==> config.mk <==
export PLATFORM = sky130hd
export DESIGN_NAME = uart_register_interface
export DESIGN_NICKNAME = d
export VERILOG_FILES = /design/src/hw/rtl/uri_pkg.sv /design/src/hw/rtl/uri_in_stage.sv /design/src/hw/rtl/uri_regs.sv /design/src/hw/rtl/uri_out_stage.sv /design/src/hw/rtl/uart_register_interface.sv
export SDC_FILE = /design/constraint.sdc
export NUM_CORES = 1
export LEC_CHECK = 0
export BUFFER_PORTS_ARGS = -buffer_cell sky130_fd_sc_hd__buf_2
export CELL_PAD_IN_SITES_DETAIL_PLACEMENT = 0
export CELL_PAD_IN_SITES_GLOBAL_PLACEMENT = 1
export CORE_MARGIN = 3
export CORE_UTILIZATION = 45
export CTS_CLUSTER_SIZE = 25
export DETAILED_ROUTE_END_ITERATION = 6
export PLACE_DENSITY_LB_ADDON = 0.25
export SETUP_SLACK_MARGIN = 0.5
export SLEW_MARGIN = 0
export SYNTH_ARGS = -nofsm -noshare
export SYNTH_HDL_FRONTEND = slang
export SYNTH_SLANG_ARGS = --single-unit
export TNS_END_PERCENT = 100
==> constraint.sdc <==
create_clock -name clk -period 3 [get_ports clk]
set_input_delay 0.15 -clock clk [delete_from_list [all_inputs] [get_ports clk]]
set_output_delay 0.15 -clock clk [all_outputs]
set_load 0.02 [all_outputs]
==> src/hw/rtl/uri_pkg.sv <==
// uri_pkg: shared types and constants of the serial-port register block
// beat payload structs, bus modes, register offsets and fixed id values
// no dependencies
package uri_pkg;

  // input beat: bus read, bus write or console receive event
  typedef struct packed {
    logic [1:0]  mode;
    logic [11:0] offset;
    logic        word_access;
    logic [31:0] write_data;
    logic [7:0]  con_byte;
    logic        con_more;
    logic        con_error;
  } in_item_t;

  // result beat
  typedef struct packed {
    logic [31:0] read_data;
    logic        irq_level;
    logic        tx_valid;
    logic [7:0]  tx_byte;
    logic        attach_request;
  } out_item_t;

  // handshake bundle between stages
  typedef struct packed {
    logic valid;
    logic ready;
  } stage_hs_t;

  // item modes
  localparam logic [1:0] MODE_READ  = 2'd0;
  localparam logic [1:0] MODE_WRITE = 2'd1;
  localparam logic [1:0] MODE_RX    = 2'd2;

  // register offsets
  localparam logic [11:0] OFS_DATA  = 12'h000;
  localparam logic [11:0] OFS_ERR   = 12'h004;
  localparam logic [11:0] OFS_FLAGS = 12'h018;
  localparam logic [11:0] OFS_LINE  = 12'h02c;
  localparam logic [11:0] OFS_CTRL  = 12'h030;
  localparam logic [11:0] OFS_MASK  = 12'h038;
  localparam logic [11:0] OFS_RAW   = 12'h03c;
  localparam logic [11:0] OFS_CLEAR = 12'h044;
  localparam logic [11:0] OFS_PID0  = 12'hfe0;
  localparam logic [11:0] OFS_PID1  = 12'hfe4;
  localparam logic [11:0] OFS_PID2  = 12'hfe8;
  localparam logic [11:0] OFS_PID3  = 12'hfec;
  localparam logic [11:0] OFS_CID0  = 12'hff0;
  localparam logic [11:0] OFS_CID1  = 12'hff4;
  localparam logic [11:0] OFS_CID2  = 12'hff8;
  localparam logic [11:0] OFS_CID3  = 12'hffc;

  // fixed read values
  localparam logic [31:0] LINE_VALUE   = 32'h0000_0060;
  localparam logic [31:0] PID_WORD     = 32'h0034_1011;
  localparam logic [31:0] CID_WORD     = 32'hb105_f00d;
  localparam logic [7:0]  PID_BYTE0    = 8'h11;
  localparam logic [7:0]  PID_BYTE1    = 8'h10;
  localparam logic [7:0]  PID_BYTE2    = 8'h34;
  localparam logic [7:0]  PID_BYTE3    = 8'h00;
  localparam logic [7:0]  CID_BYTE0    = 8'h0d;
  localparam logic [7:0]  CID_BYTE1    = 8'hf0;
  localparam logic [7:0]  CID_BYTE2    = 8'h05;
  localparam logic [7:0]  CID_BYTE3    = 8'hb1;
  localparam logic [3:0]  ERR_ALL      = 4'hf;
  localparam logic [31:0] CTRL_RESET   = 32'h0000_0300;

endpackage

==> src/hw/rtl/uri_in_stage.sv <==
// uri_in_stage: input register holding one accepted beat
// depends on uri_pkg
module uri_in_stage
  import uri_pkg::*;
(
  input  logic      clk,
  input  logic      rst_n,
  input  logic      in_valid,
  output logic      in_ready,
  input  in_item_t  in_data,
  output stage_hs_t hs,
  input  logic      take,
  output in_item_t  item
);

  logic     valid_r;
  logic     valid_nxt;
  in_item_t item_r;

  // room when empty or when the held beat leaves this cycle
  assign in_ready  = !valid_r || take;
  assign valid_nxt = (in_valid && in_ready) ? 1'b1 : (take ? 1'b0 : valid_r);

  // control
  always_ff @(posedge clk) begin
    if (!rst_n) begin
      valid_r <= 1'b0;
    end else begin
      valid_r <= valid_nxt;
    end
  end

  // payload
  always_ff @(posedge clk) begin
    if (in_valid && in_ready) begin
      item_r <= in_data;
    end
  end

  assign hs.valid = valid_r;
  assign hs.ready = take;
  assign item     = item_r;

endmodule

==> src/hw/rtl/uri_regs.sv <==
// uri_regs: register state, read decode and write effects for one beat
// depends on uri_pkg
module uri_regs
  import uri_pkg::*;
(
  input  logic      clk,
  input  logic      rst_n,
  input  stage_hs_t in_hs,
  input  in_item_t  item,
  input  logic      push_ready,
  output logic      take,
  output out_item_t result
);

  logic [3:0]  error_bits_r,     error_bits_nxt;
  logic        rx_empty_r,       rx_empty_nxt;
  logic [31:0] control_word_r,   control_word_nxt;
  logic [31:0] interrupt_mask_r, interrupt_mask_nxt;
  logic        rx_raw_r,         rx_raw_nxt;
  logic        irq_pending_r,    irq_pending_nxt;
  logic [31:0] rd_data;

  // beat moves on when the result register has room
  assign take = in_hs.valid && push_ready;

  // read mux, on the state before this beat
  always_comb begin
    rd_data = '0;
    case (item.offset)
      OFS_DATA:  rd_data = item.con_error ? {20'd0, ERR_ALL, 8'd0}
                                          : {20'd0, error_bits_r, item.con_byte};
      OFS_ERR:   rd_data = {28'd0, error_bits_r};
      OFS_FLAGS: rd_data = {24'd0, 1'b1, 2'b00, rx_empty_r, 4'd0};
      OFS_LINE:  rd_data = LINE_VALUE;
      OFS_CTRL:  rd_data = control_word_r;
      OFS_MASK:  rd_data = interrupt_mask_r;
      OFS_RAW:   rd_data = {27'd0, rx_raw_r, 4'd0};
      OFS_PID0:  rd_data = item.word_access ? PID_WORD : {24'd0, PID_BYTE0};
      OFS_PID1:  rd_data = {24'd0, PID_BYTE1};
      OFS_PID2:  rd_data = {24'd0, PID_BYTE2};
      OFS_PID3:  rd_data = {24'd0, PID_BYTE3};
      OFS_CID0:  rd_data = item.word_access ? CID_WORD : {24'd0, CID_BYTE0};
      OFS_CID1:  rd_data = {24'd0, CID_BYTE1};
      OFS_CID2:  rd_data = {24'd0, CID_BYTE2};
      OFS_CID3:  rd_data = {24'd0, CID_BYTE3};
      default:   rd_data = '0;
    endcase
  end

  // state update and result
  always_comb begin
    error_bits_nxt     = error_bits_r;
    rx_empty_nxt       = rx_empty_r;
    control_word_nxt   = control_word_r;
    interrupt_mask_nxt = interrupt_mask_r;
    rx_raw_nxt         = rx_raw_r;
    irq_pending_nxt    = irq_pending_r;
    result             = '0;
    if (take) begin
      case (item.mode)
        MODE_READ: begin
          result.read_data = rd_data;
          if (item.offset == OFS_DATA) begin
            if (item.con_error) begin
              error_bits_nxt = ERR_ALL;
            end else begin
              rx_raw_nxt      = 1'b0;
              irq_pending_nxt = 1'b0;
              if (!item.con_more) begin
                rx_empty_nxt = 1'b1;
              end
            end
          end
        end
        MODE_WRITE: begin
          case (item.offset)
            OFS_DATA: begin
              result.tx_valid = 1'b1;
              result.tx_byte  = item.write_data[7:0];
            end
            OFS_ERR: error_bits_nxt = '0;
            OFS_CTRL: begin
              control_word_nxt      = item.write_data;
              result.attach_request = item.write_data[0] && item.write_data[9];
            end
            OFS_MASK: interrupt_mask_nxt = item.write_data;
            OFS_CLEAR: begin
              if (item.write_data[4]) begin
                rx_raw_nxt = 1'b0;
              end
            end
            default: ;
          endcase
        end
        MODE_RX: begin
          rx_empty_nxt    = 1'b0;
          rx_raw_nxt      = 1'b1;
          irq_pending_nxt = 1'b1;
        end
        default: ;
      endcase
    end
    result.irq_level = irq_pending_nxt;
  end

  // state registers
  always_ff @(posedge clk) begin
    if (!rst_n) begin
      error_bits_r     <= '0;
      rx_empty_r       <= 1'b1;
      control_word_r   <= CTRL_RESET;
      interrupt_mask_r <= '0;
      rx_raw_r         <= 1'b0;
      irq_pending_r    <= 1'b0;
    end else begin
      error_bits_r     <= error_bits_nxt;
      rx_empty_r       <= rx_empty_nxt;
      control_word_r   <= control_word_nxt;
      interrupt_mask_r <= interrupt_mask_nxt;
      rx_raw_r         <= rx_raw_nxt;
      irq_pending_r    <= irq_pending_nxt;
    end
  end

`ifndef SYNTH
  // receive event raises the line and marks data waiting
  a_rx_event: assert property (@(posedge clk) disable iff (!rst_n)
    take && item.mode == MODE_RX |=> irq_pending_r && !rx_empty_r && rx_raw_r)
    else $error("receive event did not set status");

  // good data read drops the interrupt
  a_data_read: assert property (@(posedge clk) disable iff (!rst_n)
    take && item.mode == MODE_READ && item.offset == OFS_DATA && !item.con_error
    |=> !irq_pending_r && !rx_raw_r)
    else $error("data read did not clear interrupt");

  // state holds while no beat is processed
  a_hold: assert property (@(posedge clk) disable iff (!rst_n)
    !take |=> $stable(irq_pending_r) && $stable(control_word_r) && $stable(error_bits_r))
    else $error("state changed without a beat");
`endif

endmodule

==> src/hw/rtl/uri_out_stage.sv <==
// uri_out_stage: result register towards the output channel
// depends on uri_pkg
module uri_out_stage
  import uri_pkg::*;
(
  input  logic      clk,
  input  logic      rst_n,
  input  logic      push,
  input  out_item_t push_item,
  output logic      push_ready,
  output logic      out_valid,
  input  logic      out_ready,
  output out_item_t out_data
);

  logic      valid_r;
  logic      valid_nxt;
  out_item_t data_r;

  // room when empty or when the held beat is taken this cycle
  assign push_ready = !valid_r || out_ready;
  assign valid_nxt  = push ? 1'b1 : (out_ready ? 1'b0 : valid_r);

  // control
  always_ff @(posedge clk) begin
    if (!rst_n) begin
      valid_r <= 1'b0;
    end else begin
      valid_r <= valid_nxt;
    end
  end

  // payload
  always_ff @(posedge clk) begin
    if (push) begin
      data_r <= push_item;
    end
  end

  assign out_valid = valid_r;
  assign out_data  = data_r;

endmodule

==> src/hw/rtl/uart_register_interface.sv <==
// Serial-port register block: takes bus reads, bus writes and console receive
// events and returns one result beat for each. One beat is accepted per cycle
// when the result side keeps up; each beat passes the input register and then
// the result register, with all decode and state update done in the single
// logic level between them. in_ready drops only while both registers hold a
// beat and out_ready is low.
// depends on uri_pkg, uri_in_stage, uri_regs, uri_out_stage
module uart_register_interface
  import uri_pkg::*;
(
  input  logic      clk,
  input  logic      rst_n,
  input  logic      in_valid,
  output logic      in_ready,
  input  in_item_t  in_data,
  output logic      out_valid,
  input  logic      out_ready,
  output out_item_t out_data
);

  stage_hs_t in_hs;
  in_item_t  item;
  logic      take;
  logic      push_ready;
  out_item_t result;

  // input register
  uri_in_stage u_in (
    .clk      (clk),
    .rst_n    (rst_n),
    .in_valid (in_valid),
    .in_ready (in_ready),
    .in_data  (in_data),
    .hs       (in_hs),
    .take     (take),
    .item     (item)
  );

  // register state and decode
  uri_regs u_regs (
    .clk        (clk),
    .rst_n      (rst_n),
    .in_hs      (in_hs),
    .item       (item),
    .push_ready (push_ready),
    .take       (take),
    .result     (result)
  );

  // result register
  uri_out_stage u_out (
    .clk        (clk),
    .rst_n      (rst_n),
    .push       (take),
    .push_item  (result),
    .push_ready (push_ready),
    .out_valid  (out_valid),
    .out_ready  (out_ready),
    .out_data   (out_data)
  );

endmodule

==> impl_metrics.json <==
{
  "io_buffers": 105,
  "setup-violations-final": 0,
  "clockBufferDepth": 2,
  "die_h_um": 128,
  "seq_area_frac_synth": 0.661,
  "synthToLayoutAreaGrowth_pct": 30.4,
  "clock_latency_ns": 0.42,
  "antenna_found_initial": 0,
  "stdcell_count": 904,
  "ys_warn_count": 0,
  "cts.sinks": 170,
  "nets": 772,
  "vdd_drop_max_mv": 0.399,
  "tns_ns": 0,
  "grt_max_degree": 65,
  "p_leak_nw": 3.03,
  "tightest_slew_ns": 0.737,
  "cts_tree": "done",
  "cp.arrival_ns": 2.61,
  "max_freq_mhz": 424,
  "layout-drive-gt1-share": 0.232,
  "async_flop_share": 0,
  "dieArea_um2": 16300,
  "synthDistinctLibCells": 47,
  "dp.cells": 814,
  "cp-start-kind": "flip-flop",
  "grt_pass1_vias": 4834,
  "maxCapViolations": 0,
  "coreArea_um2": 14200,
  "holdWs_ns": 0.0812,
  "gp_congestion": 0.895,
  "required_ns": 3.25,
  "rsz0062_at_grt": "no",
  "synth_nets": 609,
  "worstSetupPathType": "flip-flop to flip-flop",
  "wl_um": 15100,
  "grt_pass1_wl_um": 24700,
  "post_cts_buffers": 0,
  "layout_min_cycle_time_ns": 2.36,
  "ys_seq_elements": 170,
  "power_per_cell_area_nw_per_um2": 617,
  "synthFlopType": "edfxtp_1",
  "die_w_um": 128,
  "final_area_um2": 8680,
  "vias_per_cell": 5.31,
  "clk_pin_slew_ns": 0.06,
  "final_cell_mix": "105 x buf_2, 100 x edfxtp_1, 70 x dfxtp_1, 58 x nand2_1, 58 x dlygate4sd3_1",
  "status": "completed",
  "dpl_cell_area_um2": 7400,
  "wire_per_inst_um": 16.7,
  "grt_usage": 0.193,
  "hold_violations": 0,
  "diodes": 0,
  "initial_utilization": 0.469,
  "numCtsBuffers": 17,
  "ioPinCount": 106,
  "drv_slew": 0,
  "drtIter0Drc": 360,
  "final_common_cell": "buf_2",
  "netlist_instances": 548,
  "cp_max_fo": 16,
  "hold_path.class": "primary input to flip-flop",
  "syn-cell-area_um2": 6660,
  "end_kind": "flip-flop",
  "finalPower_w": 0.00536,
  "final.period_utilization": 0.786,
  "max_slew_margin": 0.505,
  "rows": 43,
  "finClkSkew_ns": 0.00962,
  "firstDrtPassIters": 5,
  "postSynthAreaPerCell_um2": 12.2,
  "dr_total_vias": 4804,
  "dpl.hpwl_um": 9670,
  "gr-total-overflow": 0,
  "cts_root_buf": "clkbuf_16",
  "drc": 0,
  "htree_num_levels": 4,
  "drtAntennaViolNets": 0,
  "synth_edf_count": 100
}
## synthesized netlist by cell type (all sizes together), types with 2 or more instances
library cell    n  area share
nand3b          3      0.0034
nor4            4       0.011
inv             2      0.0011
nand3          36       0.027
a22oi          13       0.015
nand2          59       0.034
a221oi         15       0.020
a211oi          4      0.0045
edfxtp        100        0.45
or3             2      0.0019
nand2b          2      0.0019
clkbuf         22       0.012
nand4           3      0.0028
and2           11       0.010
nor3b           3      0.0034
dfxtp          70        0.21
a21oi           9      0.0068
nor2b          33       0.031
and3            2      0.0019
and4            2      0.0026
mux2i          33       0.050
buf            13       0.012
nor3           11       0.011
o21ai          37       0.028
a31oi           6      0.0056
o21a            2      0.0023
nor2           37       0.021
## final timing paths
kind / from / end / slack, ns / depth (start not counted)
worst max-delay path: u_in.item[45] / u_out.out_data[29] / 0.64 / 6
worst min-delay path: out_ready / u_out.out_valid / 0.08 / 3
worst max register to register: u_in.item[45] / u_out.out_data[29] / 0.64 / 6
worst min register to register: u_regs.interrupt_mask_r[30] / u_regs.interrupt_mask_r[30] / 0.46 / 2
## timing repair
| action | 4_1_cts | 5_1_grt |
|---|---|---|
| resized for setup | 1 | 1 |
| setup endpoints to repair | 32 | 20 |
| hold buffers | 58 | 0 |
| pin swaps | 0 | 1 |
| hold endpoints to repair | 58 | 0 |
## layer usage
layer / GRT usage / wire (um) / vias up
li1: - / - / 2343
met1: 0.264 / 6920 / 2301
met2: 0.305 / 7090 / 145
met3: 0.0521 / 861 / 15
met4: 0.0549 / 184 / 0
met5: 0 / 0 / -
## final cells by class
cell class | count | area, um^2
clock inverters | 10 | 184
multi-input cells | 341 | 2120
fillers | 1160 | 5520
flip-flops and latches | 170 | 4400
inverters | 2 | 7.51
repair buffers | 179 | 1240
clock buffers | 22 | 505
well taps | 180 | 225
## worst max-delay path: stages (launching register included)
cell and delay, ns:
edfxtp_1 0.56, nor4_4 0.53, nand2_2 0.16, nor3_4 0.34, buf_4 0.32, nand2_1 0.08, a31oi_1 0.20
## flip-flops by register name (all words and copies together), names as in the netlist
signal,cells
u_in.item,57
u_in.valid_r,1
u_out.out_data,43
u_out.out_valid,1
u_regs.control_word_r,32
u_regs.error_bits_r,1
u_regs.interrupt_mask_r,32
u_regs.irq_pending_r,1
u_regs.rx_empty_r,1
u_regs.rx_raw_r,1
## power breakdown
| part | internal (W) | leakage [nW] | switching, W |
|---|---|---|---|
| Combinational | 0.000131 | 1.20 | 0.000147 |
| Sequential | 0.00255 | 1.50 | 0.0000547 |
| Clock | 0.00162 | 0.333 | 0.000857 |
| Total | 0.00430 | 3.03 | 0.00106 |
## stage by stage
step,setup slack (ns),utilization
2_1_floorplan,1.07,-
3_3_place_gp,0.540,0.521
3_5_place_dp,0.417,0.521
4_1_cts,0.587,0.611
5_1_grt,0.508,0.611
6_report,0.641,0.611
## logic make-up (layout without fill, tap and decap cells)
kind of cell / count (synthesis) / count (layout) / synth area share
multiplexers: 34 / 34 / 0.0513
flip-flops: 170 / 170 / 0.661
AND/OR/NAND/NOR: 212 / 212 / 0.169
buffers and inverters: 37 / 213 / 0.0252
AO/OA/AOI/OAI: 95 / 95 / 0.0935
Note: power is estimated with default switching activity, not from simulation.
